**config.mk**
```make
export PLATFORM = sky130hd
export DESIGN_NAME = qaas_link
export DESIGN_NICKNAME = d
export VERILOG_FILES = /design/src/rtl/qaas_pkg.sv /design/src/rtl/qaas_link.sv
export SDC_FILE = /design/constraint.sdc
export NUM_CORES = 1
export LEC_CHECK = 0
export BUFFER_PORTS_ARGS = -buffer_cell sky130_fd_sc_hd__buf_2
export CAP_MARGIN = 20
export CORE_AREA = 2 2 39 41
export DETAILED_ROUTE_END_ITERATION = 6
export DIE_AREA = 0 0 41 43
export GPL_ROUTABILITY_DRIVEN = 0
export PLACE_DENSITY = 0.75
export SLEW_MARGIN = 20
export SYNTH_ARGS = -nofsm -noshare
export SYNTH_HDL_FRONTEND = slang
export SYNTH_SLANG_ARGS = --single-unit
```
**constraint.sdc**
```tcl
create_clock -name vclk -period 1.95
set_input_delay 0.2925 -clock vclk [all_inputs]
set_output_delay 0.2925 -clock vclk [all_outputs]
set_load 0.01 [all_outputs]
```
**src/rtl/qaas_pkg.sv**
```systemverilog
// Shared widths, pair tables and link type for the quad area block.
`default_nettype none
package qaas_pkg;

    localparam int COORD_WIDTH = 24;
    localparam int NUM_PTS     = 4;
    localparam int NUM_PAIRS   = NUM_PTS * (NUM_PTS - 1) / 2;

    // centroid offsets 4*p - sum need two extra bits plus one for the difference
    localparam int D_WIDTH      = COORD_WIDTH + 3;
    localparam int DPROD_WIDTH  = 2 * D_WIDTH;
    localparam int DCROSS_WIDTH = 2 * D_WIDTH + 1;
    localparam int PPROD_WIDTH  = 2 * COORD_WIDTH;
    localparam int PCROSS_WIDTH = 2 * COORD_WIDTH + 1;
    localparam int AREA_WIDTH   = 2 * COORD_WIDTH + 3;

    // unordered point pairs, first index always the lower one
    localparam int PAIR_A [NUM_PAIRS] = '{0, 0, 0, 1, 1, 2};
    localparam int PAIR_B [NUM_PAIRS] = '{1, 2, 3, 2, 3, 3};

    // per pair: fwd = B follows A in the sorted cycle, rev = A follows B
    typedef struct packed {
        logic [NUM_PAIRS-1:0] fwd;
        logic [NUM_PAIRS-1:0] rev;
    } t_link;

endpackage
`default_nettype wire

```
**src/rtl/qaas_link.sv**
```systemverilog
// Stable ranks from pairwise angle order, and cyclic neighbor flags per pair.
`default_nettype none
module qaas_link (
    input  logic [qaas_pkg::NUM_PAIRS-1:0] i_lt,   // per pair: angle(B) < angle(A)
    output qaas_pkg::t_link                o_link
);

    logic [1:0] w_rank [qaas_pkg::NUM_PTS];

    // rank of a point = earlier points not after it + later points before it
    always_comb begin
        for (int i = 0; i < qaas_pkg::NUM_PTS; i++) begin
            w_rank[i] = 2'd0;
        end
        for (int p = 0; p < qaas_pkg::NUM_PAIRS; p++) begin
            if (i_lt[p]) begin
                w_rank[qaas_pkg::PAIR_A[p]] = w_rank[qaas_pkg::PAIR_A[p]] + 2'd1;
            end else begin
                w_rank[qaas_pkg::PAIR_B[p]] = w_rank[qaas_pkg::PAIR_B[p]] + 2'd1;
            end
        end
    end

    always_comb begin
        for (int p = 0; p < qaas_pkg::NUM_PAIRS; p++) begin
            o_link.fwd[p] = (w_rank[qaas_pkg::PAIR_B[p]] ==
                             w_rank[qaas_pkg::PAIR_A[p]] + 2'd1);
            o_link.rev[p] = (w_rank[qaas_pkg::PAIR_A[p]] ==
                             w_rank[qaas_pkg::PAIR_B[p]] + 2'd1);
        end
    end

endmodule
`default_nettype wire
```
==> results.md, run 1 <==
* Status: complete, but fails checks
* Failing checks: negative setup slack
* GR Util met3 at 0
* Synth warnings at 0
* Fin crit share at 1.011
* Nets@finish at 132
* Die X at 41 um
* Slew headroom at 0.7699
* Initial antenna violation count at 0
* Largest family of logic cells by synthesized area: simple AND/OR/NAND/NOR gates
* Setup TNS at -0.02146 ns
* Syn Nets at 100
* Power per cell area at 414.3 nW/um2
* Grt ovf at 0
* End point of the critical path: o_link[0]
* Yosys cell types at 24
* Register area at 0 um2
* Vias in the first global route at 600
* Detailed Route WL at ~2.0 mm
* Syn-to-layout area delta at 63.81%
* Simple logic cell fraction of the synthesized area at 0.2296
* First-pass GRT wire length at 2.249 mm
* Synth top area share at 0.1556
* First-pass DRT Iterations at 4
* Post-DP HPWL at 1.214 mm
* DRT antenna net count at 0
* Peak Freq at 507.2 MHz
* Largest cells by area after synthesis: ha_1 16%, xnor2_1 15%, mux2i_1 12%
* Critical path peak fanout at 8
* Complex-gate fraction of the synthesized area at 0.1712
* Worst Setup SP: i_lt[0]
* GR Util met1 at 0.1987
* Core Box Area at ~1400 um2
* Final hold violation count at 0
* Required @ worst endpoint at 1.66 ns
* P_leak at 0.4757 nW
* Syn Area/Cell at 7.478 um2
* Multiplexer share of the synthesized area at 0.1595
* Worst Setup End Kind: output pin
* Most frequent cells in the layout: 16 x buf_4, 14 x buf_2, 9 x nand2_1, 8 x mux2i_1, 7 x xnor2_2
* Fin. max-slew vios at 0
* Count of final setup violators at 1
* Via count at about 750
* Post-synthesis sequential area ratio at 0
* Vias per cell at 5.689
* Die H at 43 um
* Adder-Cell Fraction of Synth Area at 0.1556
* Worst EP arrival at 1.68 ns
* Cell taking the most area after synthesis: ha_1
* Crit Path Category: in2out
* Row count at 14
* Hold Crit Class: in2out
* Worst Slack Setup Final at -0.02146 ns
* Remaining routing DRC violations at 0
* Worst Tran Pin Value at 0.3398 ns
* Post-Synth XOR/XNOR Area at 0.2179
* Clock buffers at 0
* Largest net degree at the start of global routing at 10
* Design area at 1054 um2
* Type of origin of the critical path: input pin
* Die ar. at 1763 um2
* Initial core utilization at 0.4647
* IO Port Bufs at 18
* Hold_sp: i_lt[5]
* Placed instance area at 823.3 um2
* Antenna diodes at 0
* Commonest non-fill, non-tap cell in the layout: buf_4
* Minimum clock period at 1.971 ns
* Cells after Synth at 86
* Top Usage Layer GRT: met2
* Synthesized cell area at 643.1 um2
* Fill count at 96
* Layout Utilization at 0.7613
* Flip-flop and latch count at 0
* Grt met2 use at 0.3531
* Maxcap violations at 0
* Aggregate global-route resource usage at 0.1755
* Worst VDD drop at 0.1932 mV
* Tot Pwr at 436.5 uW
* Fraction of layout cells with a size suffix above 1 at 0.5948
* # IOs at 18
* Avg WL per Cell at 15.23 um
* Starting DRT DRC Count at 9
what timing repair did:
action,in CTS,in global routing
pin swaps,0,9
endpoints found under the hold margin,0,0
endpoints found under the setup margin,3,10
cloned,0,0
buffers inserted,0,3
resized for setup,5,41
hold buffers,0,0
worst min path at each step:
| stage | endpoint | slack, ns | cells past startpoint |
|---|---|---|---|
| 2_1_floorplan | o_link[9] | 0.89 | 3 |
| 3_3_place_gp | o_link[2] | 1.13 | 5 |
| 4_1_cts | o_link[6] | 1.15 | 5 |
| 3_5_place_dp | o_link[6] | 1.14 | 5 |
| 5_1_grt | o_link[9] | 1.24 | 6 |
| 6_report | o_link[11] | 1.21 | 4 |
cell families after synthesis:
kind of cell | after synthesis
AOI/OAI and AO/OA | 13
xor gates and xnor gates | 16
and+or+nand+nor | 31
muxes | 9
adders and majority gates | 8
buffers and inverters | 9
worst max-delay path, stage by stage:
cell	delay [ns]
buf_4	0.13
inv_1	0.07
ha_2	0.29
xor2_1	0.14
buf_4	0.16
nor2_1	0.16
mux2i_1	0.10
o311ai_1	0.11
buf_2	0.22
cells in the mapped netlist:
cell type / n
nand2_1: 11
xnor2_1: 11
ha_1: 8
mux2i_1: 8
nor2_1: 7
inv_1: 5
xor2_1: 5
nand3_1: 4
o21ai_0: 4
o311ai_1: 4
nand4_1: 3
nor3_1: 3
o311ai_0: 2
a21oi_1: 1
a21oi_4: 1
buf_2: 1
buf_6: 1
clkbuf_1: 1
inv_2: 1
mux2i_4: 1
nand2_2: 1
nand2b_1: 1
nor2b_4: 1
o21ai_4: 1
layout make-up:
type | count | area (um2) | area share
multi-input cells | 77 | 779.5 | 0.7399
inverters | 6 | 30.03 | 0.02850
well taps | 16 | 20.02 | 0.01900
repair buffers | 33 | 224.0 | 0.2126
per-layer routing:
layer	vias up	share of wire
li1	363	-
met1	366	0.41
met2	18	0.54
met3	4	0.028
met4	0	0.024
met5	-	0
power by group:
part           switching, mW  internal (mW)
clock                      0              0
combinational          0.233          0.203
sequential                 0              0
total                  0.233          0.203
per-stage QoR:
step	hold slack [ns]	instances	setup WS, ns
global placement	1.128	129	0.02892
floorplan	0.8923	86	0.09646
finish	1.205	132	-0.02146
CTS	1.146	129	0.0009962
global route	1.240	132	-0.06707
detailed placement	1.138	129	-0.03914
Power figures use the tool's default switching activity.
==> inputs of run 2 (changes only) <==
Clock period 1.95 ns to 2.2 ns, I/O delays scaled along.
==> run 2 against run 1 <==
The run now ends clean. Final area decreased by 25%. Core utilization decreased by 19 points. First-iteration DRC count decreased by 11%. Power decreased by 33%. Sequential share of layout area unchanged. Global-route usage increased by 1.6 points. Via count decreased by 11%. Combinational power decreased by 33%. Worst hold slack improved by 0.022 ns. Non-clock buffer count decreased by 10. Sequential cell count unchanged. Critical path type unchanged. Highest routed layer is now met3.
==> results.md, run 2 (synthesis gave the netlist of run 1 again) <==
* Design area at 785.8 um2 (-25%)
* Fin crit share at 0.9390
* Final hold violation count at 0 (unchanged)
* Grt ovf at 0 (unchanged)
* Die ar. at 1763 um2 (unchanged)
* Flip-flop and latch count at 0 (unchanged)
* Required @ worst endpoint at 1.87 ns (+0.21 ns)
* Avg WL per Cell at 12.15 um (-20%)
* Area of the multi-input gates at 615.6 um2 (-21%)
* Initial antenna violation count at 0 (unchanged)
* Detailed Route WL at 1.482 mm (-26%)
* Layout Utilization at 0.5678 (-0.1935)
* Count of final setup violators at 0 (-1)
* Die X at 41 um (unchanged)
* IO Port Bufs at 18 (unchanged)
* Min-Delay Endpoint: o_link[6]
* Worst EP arrival at 1.74 ns (+0.06 ns)
* Commonest non-fill, non-tap cell in the layout: buf_2
* Most frequent CP cell: buf_2
* Fraction of layout cells with a size suffix above 1 at 0.2925 (-0.3024)
* Core Box Area at 1384 um2 (unchanged)
* Clock buffers at 0 (unchanged)
* Remaining routing DRC violations at 0 (unchanged)
* Fill count at 137 (+43%)
* Via count at 666 (-11%)
* Crit Path Category: in2out
* Worst Hold Slack at 1.227 ns (+0.02213 ns)
* Setup TNS at 0 ns (+0.02146 ns)
* Type of origin of the critical path: input pin
* First-pass GRT wire length at 2.435 mm (+8.3%)
* Slew headroom at 0.7495 (-0.02036)
* Most frequent cells in the layout: 18 x buf_2, 11 x nand2_1, 10 x xnor2_1, 8 x mux2i_1, 8 x ha_1
* Aggregate global-route resource usage at 0.1912 (+0.01566)
* Slowest stage delay, CP at 0.31 ns (+0.02 ns)
* Status: complete, no violations
* P_leak at 0.3796 nW (-20%)
* Minimum clock period at 2.066 ns
* Register area at 0 um2 (unchanged)
* Worst path slowest cell: ha_1
* CP Buf/Inv Count at 4 (unchanged)
* First-pass DRT Iterations at 4 (unchanged)
* Worst Tran Pin Value at 0.3730 ns (+0.03323 ns)
* Post-Place Cells at 122 (-5.4%)
* Worst VDD drop at 0.1733 mV (-10%)
* Hold path cells at 5 (+1)
* Vias in the first global route at 587 (-2.2%)
* Die H at 43 um (unchanged)
* Initial core utilization at 0.4647 (unchanged)
* Worst Setup End Kind: output pin
* RSZ-0062 raised after global routing: false
* Crit-path cells: buf_2 -> inv_2 -> ha_1 -> xor2_1 -> buf_4 -> nor3_1 -> mux2i_1 -> o311ai_1 -> buf_2
* DRT antenna net count at 0 (unchanged)
* Largest net degree at the start of global routing at 10 (unchanged)
* Power per cell area at 372.1 nW/um2 (-10%)
* Antenna diodes at 0 (unchanged)
* Nets@finish at 122 (-7.6%)
* Hold Crit Class: in2out
* # IOs at 18 (unchanged)
* Fin. max-slew vios at 0 (unchanged)
* Peak Freq at 484.1 MHz
* Hold_sp: i_lt[2]
* Starting DRT DRC Count at 8 (-1)
* Post-Layout Cell Count at 122 (-7.6%)
* Critical path peak fanout at 5 (-3)
* Post-DP HPWL at 1.299 mm (+7.0%)
* Vias per cell at 5.459 (-4.0%)
* Syn-to-layout area delta at 22.18%
* Delay-heaviest family, CP: buffers and inverters
* # Post-CTS Setup Buffers at 0 (unchanged)
* Maxcap violations at 0 (unchanged)
* Placed instance area at 770.7 um2 (-6.4%)
* Row count at 14 (unchanged)
==> run 2: changes by cell type in the layout (fill, tap and decap cells not counted), moves of 3 or more <==
cell / change
buf_2: +4
nor3_1: +3
inv_1: +4
inv_4: -3
xnor2_1: +6
ha_4: -4
xnor2_2: -6
ha_2: -3
ha_1: +7
buf_4: -11
==> run 2: area by class of cell <==
| type | count | share of cell area |
|---|---|---|
| tap | 16 | 0.02548 |
| inverter | 6 | 0.02866 |
| timing repair buffer | 23 | 0.1624 |
| multi-input combinational | 77 | 0.7834 |
==> run 2: how the worst max path moves through the flow <==
stage / from / end / slack, ns / cells after the start
3_5_place_dp: i_lt[1] / o_link[1] / 0.08 / 8
2_1_floorplan: i_lt[0] / o_link[7] / 0.27 / 5
3_3_place_gp: i_lt[1] / o_link[1] / 0.12 / 8
5_1_grt: i_lt[0] / o_link[7] / 0.0004 / 6
6_report: i_lt[4] / o_link[2] / 0.13 / 9
4_1_cts: i_lt[1] / o_link[1] / 0.07 / 8
==> run 2: layer usage <==
metal	GRT usage	up-vias	share of wire
met2	0.3438	12	0.53
met4	0	0	0
met5	0	-	0
met3	0	0	0.022
met1	0.2580	307	0.45
li1	-	347	-
==> run 2: repair_timing <==
item,CTS,global route
gates resized for setup,0,2
hold buffers,0,0
setup endpoints to repair,0,2
==> run 2: through the flow <==
stage	total power, mW	setup WS [ns]
CTS	0.2896	0.07315
detailed placement	0.2888	0.07662
global placement	0.2826	0.1198
global route	0.3260	0.0004208
floorplan	0.1957	0.2715
finish	0.2924	0.1343
==> run 2: power breakdown <==
| part | total (mW) | switching (mW) | internal [mW] |
|---|---|---|---|
| clock network | 0 | 0 | 0 |
| registers | 0 | 0 | 0 |
| logic | 0.292 | 0.165 | 0.127 |
